### src/sbfcn_pkg.sv
// ----------------------------------------------------------------------------
// sbfcn_pkg
// Shared types and constants of the frame channel normalizer: frame layout,
// normalization constants, controller states and the controller/datapath
// command and status structs.
// ----------------------------------------------------------------------------
package sbfcn_pkg;

	// frame layout
	localparam int NUM_CHANNELS = 16;
	localparam int FRAME_LEN    = 24;
	localparam int CH_BITS      = 11;
	localparam int DATA_BYTES   = 22;
	localparam int DATA_W       = DATA_BYTES * 8;
	localparam int CNT_W        = 5;
	localparam int IDX_W        = 4;
	localparam int LOST_BIT     = 2;

	localparam logic [7:0]       START_BYTE = 8'h0F;
	localparam logic [CNT_W-1:0] CNT_FLAG   = CNT_W'(FRAME_LEN - 1);
	localparam logic [IDX_W-1:0] IDX_LAST   = IDX_W'(NUM_CHANNELS - 1);

	// normalization
	localparam logic [11:0] CENTER = 12'd1000;
	localparam logic [10:0] FLOOR  = 11'd400;
	localparam logic [10:0] SPAN   = 11'd600;
	localparam logic [15:0] ONE_Q14 = 16'sd16384;

	// |d| * 16384 / 600 == |d| * 2048 / 75 == (|d| * ceil(2^28/75)) >> 17
	localparam logic [31:0] RECIP_M  = 32'd3579140;
	localparam int          RECIP_SH = 17;

	typedef enum logic {
		S_RECV,
		S_EMIT
	} ctrl_state_t;

	typedef struct packed {
		logic             shift;  // data byte of the frame goes into the store
		logic             issue;  // next channel enters the normalize pipe
		logic [IDX_W-1:0] idx;
		logic             last;
	} ctrl_cmd_t;

	typedef struct packed {
		logic adv;  // normalize pipe moves this cycle
	} dp_status_t;

endpackage

### src/sbfcn_ctrl.sv
// ----------------------------------------------------------------------------
// sbfcn_ctrl
// Frame controller: counts received bytes, checks the start and flag bytes,
// and sequences the sixteen channel issues into the datapath.
// ----------------------------------------------------------------------------
module sbfcn_ctrl (
	input  logic                  clk,
	input  logic                  arst_n,
	input  logic                  in_valid,
	output logic                  in_ready,
	input  logic [7:0]            rx_byte,
	input  sbfcn_pkg::dp_status_t status,
	output sbfcn_pkg::ctrl_cmd_t  cmd
);
	import sbfcn_pkg::*;

	ctrl_state_t      state_q, state_nxt;
	logic [CNT_W-1:0] cnt_q;
	logic [IDX_W-1:0] ch_q;
	logic             in_fire;
	logic             frame_ok;

	assign in_fire  = in_valid && in_ready;
	// flag byte arrives as the 24th beat; emit only when frame-lost is clear
	assign frame_ok = in_fire && (cnt_q == CNT_FLAG) && !rx_byte[LOST_BIT];

	always_comb begin
		state_nxt = state_q;
		case (state_q)
			S_RECV: begin
				if (frame_ok)
					state_nxt = S_EMIT;
			end
			S_EMIT: begin
				if (status.adv && ch_q == IDX_LAST)
					state_nxt = S_RECV;
			end
			default: state_nxt = S_RECV;
		endcase
	end

	always_comb begin
		in_ready  = 1'b0;
		cmd.shift = 1'b0;
		cmd.issue = 1'b0;
		cmd.idx   = ch_q;
		cmd.last  = (ch_q == IDX_LAST);
		case (state_q)
			S_RECV: begin
				in_ready  = 1'b1;
				cmd.shift = in_valid && cnt_q != '0 && cnt_q != CNT_FLAG;
			end
			S_EMIT: begin
				cmd.issue = status.adv;
			end
			default: ;
		endcase
	end

	always_ff @(posedge clk or negedge arst_n) begin
		if (!arst_n) begin
			state_q <= S_RECV;
			cnt_q   <= '0;
			ch_q    <= '0;
		end else begin
			state_q <= state_nxt;
			if (in_fire) begin
				if (cnt_q == '0)
					cnt_q <= (rx_byte == START_BYTE) ? CNT_W'(1) : '0;
				else if (cnt_q == CNT_FLAG)
					cnt_q <= '0;
				else
					cnt_q <= cnt_q + CNT_W'(1);
			end
			if (cmd.issue)
				ch_q <= cmd.last ? '0 : ch_q + IDX_W'(1);
		end
	end

	a_bad_start: assert property (@(posedge clk) disable iff (!arst_n)
		(in_fire && cnt_q == '0 && rx_byte != START_BYTE) |=> cnt_q == '0)
		else $error("wrong start byte did not hold the count at zero");

	a_emit_done: assert property (@(posedge clk) disable iff (!arst_n)
		($past(state_q) == S_EMIT && state_q == S_RECV) |-> ch_q == '0)
		else $error("channel counter not rewound after the frame");

	a_no_rx_emit: assert property (@(posedge clk) disable iff (!arst_n)
		cmd.issue |-> (!cmd.shift && cnt_q == '0))
		else $error("channel issued while a frame is being collected");

endmodule

### src/sbfcn_dp.sv
// ----------------------------------------------------------------------------
// sbfcn_dp
// Datapath: channel store as a byte shift line, deadband register, and a
// three-stage normalize pipe (clamp, reciprocal multiply, sign and output).
// ----------------------------------------------------------------------------
module sbfcn_dp (
	input  logic                               clk,
	input  logic                               arst_n,
	input  logic                               cfg_valid,
	input  logic [9:0]                         deadband,
	input  logic [7:0]                         rx_byte,
	input  sbfcn_pkg::ctrl_cmd_t               cmd,
	output sbfcn_pkg::dp_status_t              status,
	output logic                               out_valid,
	input  logic                               out_ready,
	output logic [sbfcn_pkg::IDX_W-1:0]        channel_index,
	output logic signed [15:0]                 channel_value,
	output logic                               last
);
	import sbfcn_pkg::*;

	logic [DATA_W-1:0] data_q;
	logic [9:0]        deadband_q;
	logic              en;

	logic [10:0] raw;
	logic [11:0] raw_ext;
	logic        in_band;
	logic [10:0] g;
	logic [10:0] over;
	logic [9:0]  mag;

	logic             vld_s1, neg_s1, last_s1;
	logic [9:0]       mag_s1;
	logic [IDX_W-1:0] idx_s1;
	logic             vld_s2, neg_s2, last_s2;
	logic [31:0]      prod_s2;
	logic [IDX_W-1:0] idx_s2;
	logic [14:0]      q;

	logic             out_valid_q, last_q;
	logic [IDX_W-1:0] idx_q;
	logic [15:0]      value_q;

	assign en         = !out_valid_q || out_ready;
	assign status.adv = en;

	always_ff @(posedge clk or negedge arst_n) begin
		if (!arst_n)
			deadband_q <= '0;
		else if (cfg_valid)
			deadband_q <= deadband;
	end

	// bytes enter at the top; channel 0 sits at the bottom once the frame
	// is in, and each issue drops one channel off the bottom
	always_ff @(posedge clk) begin
		if (cmd.shift)
			data_q <= {rx_byte, data_q[DATA_W-1:8]};
		else if (cmd.issue)
			data_q <= data_q >> CH_BITS;
	end

	assign raw     = data_q[CH_BITS-1:0];
	assign raw_ext = {1'b0, raw};
	// band test written as v + t >= 1000 so a deadband above 1000 needs no sign
	assign in_band = (raw_ext + {2'b00, deadband_q} >= CENTER) &&
		(raw_ext <= CENTER + {2'b00, deadband_q});

	always_comb begin
		if (in_band)
			g = CENTER[10:0];
		else if (raw <= FLOOR)
			g = FLOOR;
		else
			g = raw;
		over = g - CENTER[10:0];
		if (g <= CENTER[10:0])
			mag = 10'(CENTER[10:0] - g);
		else if (over > SPAN)
			mag = SPAN[9:0];
		else
			mag = over[9:0];
	end

	always_ff @(posedge clk or negedge arst_n) begin
		if (!arst_n) begin
			vld_s1      <= 1'b0;
			vld_s2      <= 1'b0;
			out_valid_q <= 1'b0;
		end else if (en) begin
			vld_s1      <= cmd.issue;
			vld_s2      <= vld_s1;
			out_valid_q <= vld_s2;
		end
	end

	assign q = prod_s2[RECIP_SH +: 15];

	always_ff @(posedge clk) begin
		if (en) begin
			mag_s1  <= mag;
			neg_s1  <= (g > CENTER[10:0]);
			idx_s1  <= cmd.idx;
			last_s1 <= cmd.last;

			prod_s2 <= {22'b0, mag_s1} * RECIP_M;
			neg_s2  <= neg_s1;
			idx_s2  <= idx_s1;
			last_s2 <= last_s1;

			value_q <= neg_s2 ? 16'(-{1'b0, q}) : {1'b0, q};
			idx_q   <= idx_s2;
			last_q  <= last_s2;
		end
	end

	assign out_valid     = out_valid_q;
	assign channel_index = idx_q;
	assign channel_value = value_q;
	assign last          = last_q;

	a_range: assert property (@(posedge clk) disable iff (!arst_n)
		out_valid_q |-> (channel_value <= $signed(ONE_Q14) &&
			channel_value >= -$signed(ONE_Q14)))
		else $error("normalized value outside plus or minus one");

	a_last_idx: assert property (@(posedge clk) disable iff (!arst_n)
		(out_valid_q && last_q) |-> idx_q == IDX_LAST)
		else $error("last marked on a channel other than the final one");

	a_pipe_fill: assert property (@(posedge clk) disable iff (!arst_n)
		(en && vld_s2) |=> out_valid_q)
		else $error("pipe result lost on the way to the output register");

endmodule

### src/sbus_frame_channel_normalizer.sv
// ----------------------------------------------------------------------------
// sbus_frame_channel_normalizer
// Collects 24-byte radio-control frames from serial bytes and emits the
// sixteen 11-bit channels of each good frame as signed Q1.14 stick values.
// ----------------------------------------------------------------------------
// Input channel (in_valid/in_ready, rx_byte): one received byte per beat. A
// frame opens with 0x0F; a wrong first byte is dropped. The 24th byte is the
// flag byte; with frame-lost (bit 2) set the frame is discarded silently.
// Output channel (out_valid/out_ready): one beat per channel, index 0..15,
// last set on channel 15. Once the flag byte is accepted, the first channel
// passes the clamp, multiply and output registers before it is valid, then one
// result per cycle follows while out_ready is high; in_ready is low while the
// channels are issued, rising again once the last enters the normalize pipe.
// The pipe (clamp, 10x22 reciprocal multiply, sign) advances only when its
// output register is empty or taken, so a stalled receiver freezes the pipe
// and the channel issue with it; nothing is dropped.
// Config channel (cfg_valid/cfg_ready, deadband): always ready; write only
// while idle. Reset clears the byte count, the pipe and deadband to zero.
// ----------------------------------------------------------------------------
module sbus_frame_channel_normalizer (
	input  logic                        clk,
	input  logic                        arst_n,
	input  logic                        cfg_valid,
	output logic                        cfg_ready,
	input  logic [9:0]                  deadband,
	input  logic                        in_valid,
	output logic                        in_ready,
	input  logic [7:0]                  rx_byte,
	output logic                        out_valid,
	input  logic                        out_ready,
	output logic [sbfcn_pkg::IDX_W-1:0] channel_index,
	output logic signed [15:0]          channel_value,
	output logic                        last
);
	import sbfcn_pkg::*;

	ctrl_cmd_t  cmd;
	dp_status_t status;

	assign cfg_ready = 1'b1;

	sbfcn_ctrl u_ctrl (
		.clk      (clk),
		.arst_n   (arst_n),
		.in_valid (in_valid),
		.in_ready (in_ready),
		.rx_byte  (rx_byte),
		.status   (status),
		.cmd      (cmd)
	);

	sbfcn_dp u_dp (
		.clk           (clk),
		.arst_n        (arst_n),
		.cfg_valid     (cfg_valid),
		.deadband      (deadband),
		.rx_byte       (rx_byte),
		.cmd           (cmd),
		.status        (status),
		.out_valid     (out_valid),
		.out_ready     (out_ready),
		.channel_index (channel_index),
		.channel_value (channel_value),
		.last          (last)
	);

endmodule
### config.mk
export PLATFORM = sky130hd
export DESIGN_NAME = sbus_frame_channel_normalizer
export DESIGN_NICKNAME = d
export VERILOG_FILES = /design/src/sbfcn_pkg.sv /design/src/sbfcn_ctrl.sv /design/src/sbfcn_dp.sv /design/src/sbus_frame_channel_normalizer.sv
export SDC_FILE = /design/constraint.sdc
export NUM_CORES = 1
export LEC_CHECK = 0
export BUFFER_PORTS_ARGS = -buffer_cell sky130_fd_sc_hd__buf_4
export CORE_ASPECT_RATIO = 1.75
export CORE_MARGIN = 3
export CORE_UTILIZATION = 50
export DETAILED_ROUTE_END_ITERATION = 16
export PLACE_DENSITY = 0.66
export SYNTH_ARGS = -nofsm -noshare
export SYNTH_HDL_FRONTEND = slang
export SYNTH_SLANG_ARGS = --single-unit
### constraint.sdc
create_clock -name clk -period 12.32 [get_ports clk]
set_input_delay 1.232 -clock clk [delete_from_list [all_inputs] [get_ports clk]]
set_output_delay 1.232 -clock clk [all_outputs]
set_load 0.03 [all_outputs]
**Word level (Yosys, flattened, before mapping)**

Index checks and enable logic that the tools add are counted.
W data, S select, Z words.

- Register bits after elaboration: 272
- Input bits: 23
- Output and inout bits: 24
- Word-level logic and storage cells: 69

- Add/sub/neg operators: 7
- Multiply operators: 1
- Magnitude comparators: 6
- Equal/unequal tests: 4
- Mux-type cells: 17
- Bitwise gates (word level): 1
- Reduce and logical (&&, ||, !) cells: 13

Operators by type and width:

| kind | count |
|---|---|
| $mux W176 | 2 |
| $mul A10 B20 Y30 const B | 1 |
| $gt A11 B10 Y1 const B | 2 |
| $mux W11 | 2 |
| $mux W10 | 2 |
| $neg A15 Y16 | 1 |
| $mux W15 | 1 |
| $add A11 B10 Y12 | 1 |
| $ge A12 B10 Y1 const B | 1 |
| $le A11 B12 Y1 | 1 |
| $add A10 B10 Y11 const A | 1 |
| $le A11 B10 Y1 const B | 1 |
| $le A11 B9 Y1 const B | 1 |
| $sub A11 B10 Y11 const B | 1 |
| $mux W5 | 2 |
| $sub A10 B10 Y10 const A | 1 |
| $eq A8 B4 Y1 const B | 1 |
| $logic_and A1 B1 Y1 | 7 |
| $mux W1 | 6 |
| $add A5 B1 Y5 const B | 1 |
| $eq A5 B5 Y1 const B | 1 |
| $logic_not A5 Y1 | 1 |
| $ne A5 B5 Y1 const B | 1 |
| $reduce_bool A5 Y1 | 1 |
| other kinds (8) | 9 |

**Logic depth before layout (Yosys ltp)**

- Depth after elaboration: 8
- Gate-level depth with buffers: 23
- Depth with buffers taken out: 21

**Cells and area by module**

From an unflattened synthesis, not the netlist that was laid out.

- Cells, all modules: 1073
- Area, all modules: 14794.2 um^2

By module, submodules not included:

| module | times used | cells each | area an instance (um^2) | seq. area each (um^2) |
|---|---|---|---|---|
| sbfcn_dp | 1 | 1014 | 14222.4 | 7352.1 |
| sbfcn_ctrl | 1 | 57 | 560.5 | 250.2 |
| sbus_frame_channel_normalizer | 1 | 2 | 11.3 | 0.0 |

**Least setup slack after synthesis**

No wires, ideal clock.

- Kind: input -> register
- From: input out_ready
- To: register u_dp.data_q[0], enable pin
- Library setup time: 0.543 ns
- Data arrival time: 6.884 ns
- Required time: 11.777 ns
- Path slack: 4.894 ns
- Stages: 3
- Path buffers: 0
- Cell sequence: nand2b_1 -> nand2_1 -> nand2_1

- Cells in the longest elaborated chain, start to end: 3

RTL lines:

| element | RTL line | source |
|---|---|---|
| from (decl) | sbus_frame_channel_normalizer.sv:30 | `input logic out_ready,` |
| $logic_or A1 B1 Y1 | sbfcn_dp.sv:45 | `assign en = !out_valid_q \|\| out_ready;` |
| $mux W1 | sbfcn_ctrl.sv:48 | `case (state_q)` |
| $reduce_bool A2 Y1 (no line) | - |  |
| to (signal assigned) | sbfcn_dp.sv:59 | `data_q <= {rx_byte, data_q[DATA_W-1:8]};` |
| to (signal assigned) | sbfcn_dp.sv:61 | `data_q <= data_q >> CH_BITS;` |
| to (decl) | sbfcn_dp.sv:22 | `logic [DATA_W-1:0] data_q;` |

No other way between the ends.
A chain may end at the register's enable or synchronous reset.

**Final worst setup path**

- From: register u_dp.mag_s1[2]
- To: register u_dp.prod_s2[31], data pin

- Cells in the longest elaborated chain, start to end: 1

RTL lines:

| element | RTL line | source |
|---|---|---|
| from (decl) | sbfcn_dp.sv:34 | `logic [9:0] mag_s1;` |
| from (signal assigned) | sbfcn_dp.sv:102 | `mag_s1 <= mag;` |
| $mul A10 B20 Y30 | sbfcn_dp.sv:107 | `prod_s2 <= {22'b0, mag_s1} * RECIP_M;` |
| to (signal assigned) | sbfcn_dp.sv:107 |  |
| to (decl) | sbfcn_dp.sv:37 | `logic [31:0] prod_s2;` |

No other way between the ends.

==> results.md <==
* Status: completed
* Number of DRC markers in iteration 0 at 449
* Synth Flop Type: edfxtp_1
* Final ANT Viol Nets at 0
* Hold Path Origin: u_dp.idx_s1[3]
* WP data arrival at 5.83 ns
* Cell variety after synth at 68
* I/O pin total at 47
* Max_slew headroom at 28.1%
* Post-synth EDFFs at 234
* Synth Instances at 1,425
* Die area at 31,500 um^2
* Starting Density at 51.0%
* Fill cells at 2,552
* Inserted Clock Buffers at 25
* Max Freq at 184 MHz
* CTS tree: yes
* Drt drc at 0
* Max-cap violations at 0
* Setup TNS Final at 0 ns
* CTS resizes at 0
* CP Class: flop to flop
* Min-Delay Path Class: flop to flop
* Vias in the first global route at 10,272
* CTS sink count at 257
* CP Launch Type: flop
* Via/cell ratio at 5.33
* Routability cong. at 0.898
* #FFs+latches synth at 257
* Count of final setup violators at 0
* R2r endpoint: u_dp.prod_s2[31]
* Die H at 233 um
* Placed cells at 1,805
* Area Overhead vs Synth at 9.76%
* Dominant cell type by area after synthesis: edfxtp_1
* Top cells by area, synth: edfxtp_1 48%, nand2_1 14%, ha_1 9.2%
* RSZ-0062 raised after global routing: false
* Register area at 7600 um^2
* Flop2flop setup slack at 6.88 ns
* Gr usage total at 20.0%
* Top routing layer in use: met4
* Multi-input gate area at 6590 um^2
* Register area share after synthesis at 51.8%
* Total number of vias at 9,858
* Final net count at 1,632
* WL met2 at 18.0 mm
* Synth Warn # at 0
* Final Cycle Share at 44.1%
* Die W at 135 um
* Bufs on Longest Clock Path at 3
* Area share of the largest cell type after synthesis at 47.9%
* Clk_lat worst skew at 0.53 ns
* Worst-Margin Slew at 1.08 ns
* CTS Hold Buffers Added at 0
* Non-Filler Instances at 1,848
* Netlist Area Pre-Place at 14,700 um^2
* Post-CTS Setup Bufs at 0
* I/O Buffers at 45
* Post-layout min period at 5.44 ns
* Largest net degree at the start of global routing at 101
* Layout cells sized above 1 at 7.07%
* Drt total wl at 30.6 mm
* DP Wirelength at 22.3 mm
* Met1 wire length at 10.8 mm
* Slew Limit Fails at 0
* Worst r2r src: u_dp.mag_s1[2]
* # rows at 82
* Crit path max fanout at 6
* Clk slew on worst S/H paths at 0.06 ns
* Reg2reg path depth at 19
* Hold path depth at 0
* DR pass1 iterations at 6
* Crit path from: u_dp.mag_s1[2]
* Total grt overflow at 0
* Ys async rst share at 8.95%
* Routed wire per std cell at 16.6 um
* Routed met3 length at 873 um
* Final Skew at 0.0106 ns
* Syn Nets at 1,603
* Post-Syn Area per Cell at 10.3 um^2
* Core area at 28,700 um^2
* Initial antenna violation count at 0
* CP required at 12.71 ns
* Ant diodes at 0
* Final hold viol count at 0
* Hold endpoint: u_dp.idx_s2[3]
* # H-tree levels at 1
* Util after Layout at 56.0%
* Root buffer cell: clkbuf_16
* Crit end category: flop
* Global-route wire length before repair at 50.3 mm
-- cell families (layout without fill, tap and decap cells) --
| logic type | Yosys count | after routing | synth area share, % |
|---|---|---|---|
| flip-flops | 257 | 257 | 51.8 |
| XOR/XNOR | 41 | 41 | 2.45 |
| adder cells (fa/ha/maj) | 155 | 155 | 15.6 |
| buffers and inverters | 131 | 176 | 3.40 |
| other | 1 | 1 | 0.0256 |
| AND/OR/NAND/NOR | 688 | 688 | 19.4 |
| AO/OA/AOI/OAI | 139 | 139 | 6.33 |
| multiplexers | 13 | 13 | 0.964 |
-- synth_stat cells, drive strengths merged, types with 3 or more instances --
| cell | number |
|---|---|
| o211ai | 3 |
| buf | 7 |
| nand2b | 12 |
| o22ai | 4 |
| o31ai | 6 |
| nand3b | 3 |
| inv | 81 |
| or3 | 9 |
| xor2 | 10 |
| nor2b | 10 |
| and2 | 15 |
| o21bai | 3 |
| a21boi | 3 |
| nand4 | 6 |
| clkbuf | 43 |
| nand3 | 12 |
| nor2 | 32 |
| a21o | 9 |
| dfrtp | 23 |
| a211oi | 7 |
| a21oi | 32 |
| fa | 47 |
| nor3b | 5 |
| a31oi | 6 |
| and3 | 7 |
| o21ai | 37 |
| ha | 108 |
| mux2i | 4 |
| xnor2 | 31 |
| nand2 | 550 |
| edfxtp | 234 |
| o21a | 4 |
| mux2 | 9 |
| nor3 | 18 |
-- per-stage QoR --
stage	setup WS (ns)	instance area (um^2)	hold WS, ns
final	6.88	16100	0.420
after global routing	6.53	16100	0.428
after CTS	6.83	16100	0.423
after detailed placement	6.85	15400	0.405
after global placement	6.97	15400	0.401
after floorplan	4.89	14700	0.400
-- final cells by class --
cell class                 instances  area share, %
inverter                          81           1.89
clock inverter                     9          0.459
timing repair buffer              52           2.43
sequential                       257           47.2
multi-input combinational       1037           41.0
clock buffer                      34           4.10
tap                              378           2.94
-- worst max path at each step --
stage	endpoint	slack, ns	depth (start not counted)
floorplan	u_dp.data_q[0]	4.89	3
global placement	u_dp.prod_s2[31]	6.97	19
detailed placement	u_dp.prod_s2[31]	6.85	19
CTS	u_dp.prod_s2[31]	6.83	19
global route	u_dp.prod_s2[30]	6.53	19
finish	u_dp.prod_s2[31]	6.88	19
-- cell usage in the layout, fill, tap and decap left out, types with 18 or more instances in the layout --
cell       count
clkbuf_16     25
nand2_1      549
inv_1         81
o21ai_0       34
fa_1          47
edfxtp_1     234
buf_4         52
a21oi_1       32
nor3_1        18
xnor2_1       31
ha_1         108
nor2_1        31
dfrtp_1       23
-- state kept, by name, summed over array words and instances, names as in the netlist --
name / count
u_dp.last: 1
u_dp.last_s2: 1
u_dp.neg_s2: 1
u_dp.out_valid: 1
u_dp.vld_s1: 1
u_dp.channel_value: 16
u_dp.data_q: 176
u_dp.last_s1: 1
u_dp.idx_s1: 4
u_dp.neg_s1: 1
u_ctrl.cnt_q: 5
u_dp.channel_index: 4
u_ctrl.state_q: 1
u_dp.mag_s1: 10
u_dp.deadband_q: 10
u_dp.prod_s2: 15
u_ctrl.ch_q: 4
u_dp.vld_s2: 1
u_dp.idx_s2: 4
-- worst max-delay path, stage by stage, from the launching register on --
cell       delay (ns)
edfxtp_1         0.52
ha_1             0.27
inv_1            0.07
fa_1             0.47
inv_1            0.04
ha_1             0.26
inv_1            0.05
fa_1             0.53
inv_1            0.05
fa_1             0.45
ha_1             0.22
a2111oi_0        0.26
o21ai_0          0.15
a31oi_1          0.44
o2111ai_1        0.26
a31oi_1          0.42
nor2b_1          0.16
and4_1           0.25
or3_1            0.35
nand3_1          0.08
-- per-layer routing --
metal,vias to the layer above,global-route usage [%]
met5,-,0
met2,149,40.6
li1,4875,-
met3,49,2.25
met4,0,6.68
met1,4785,20.7
Power is left out: the tool's default activity adds up to more than one toggle a clock period on the data nets, which glitch-free logic cannot reach.
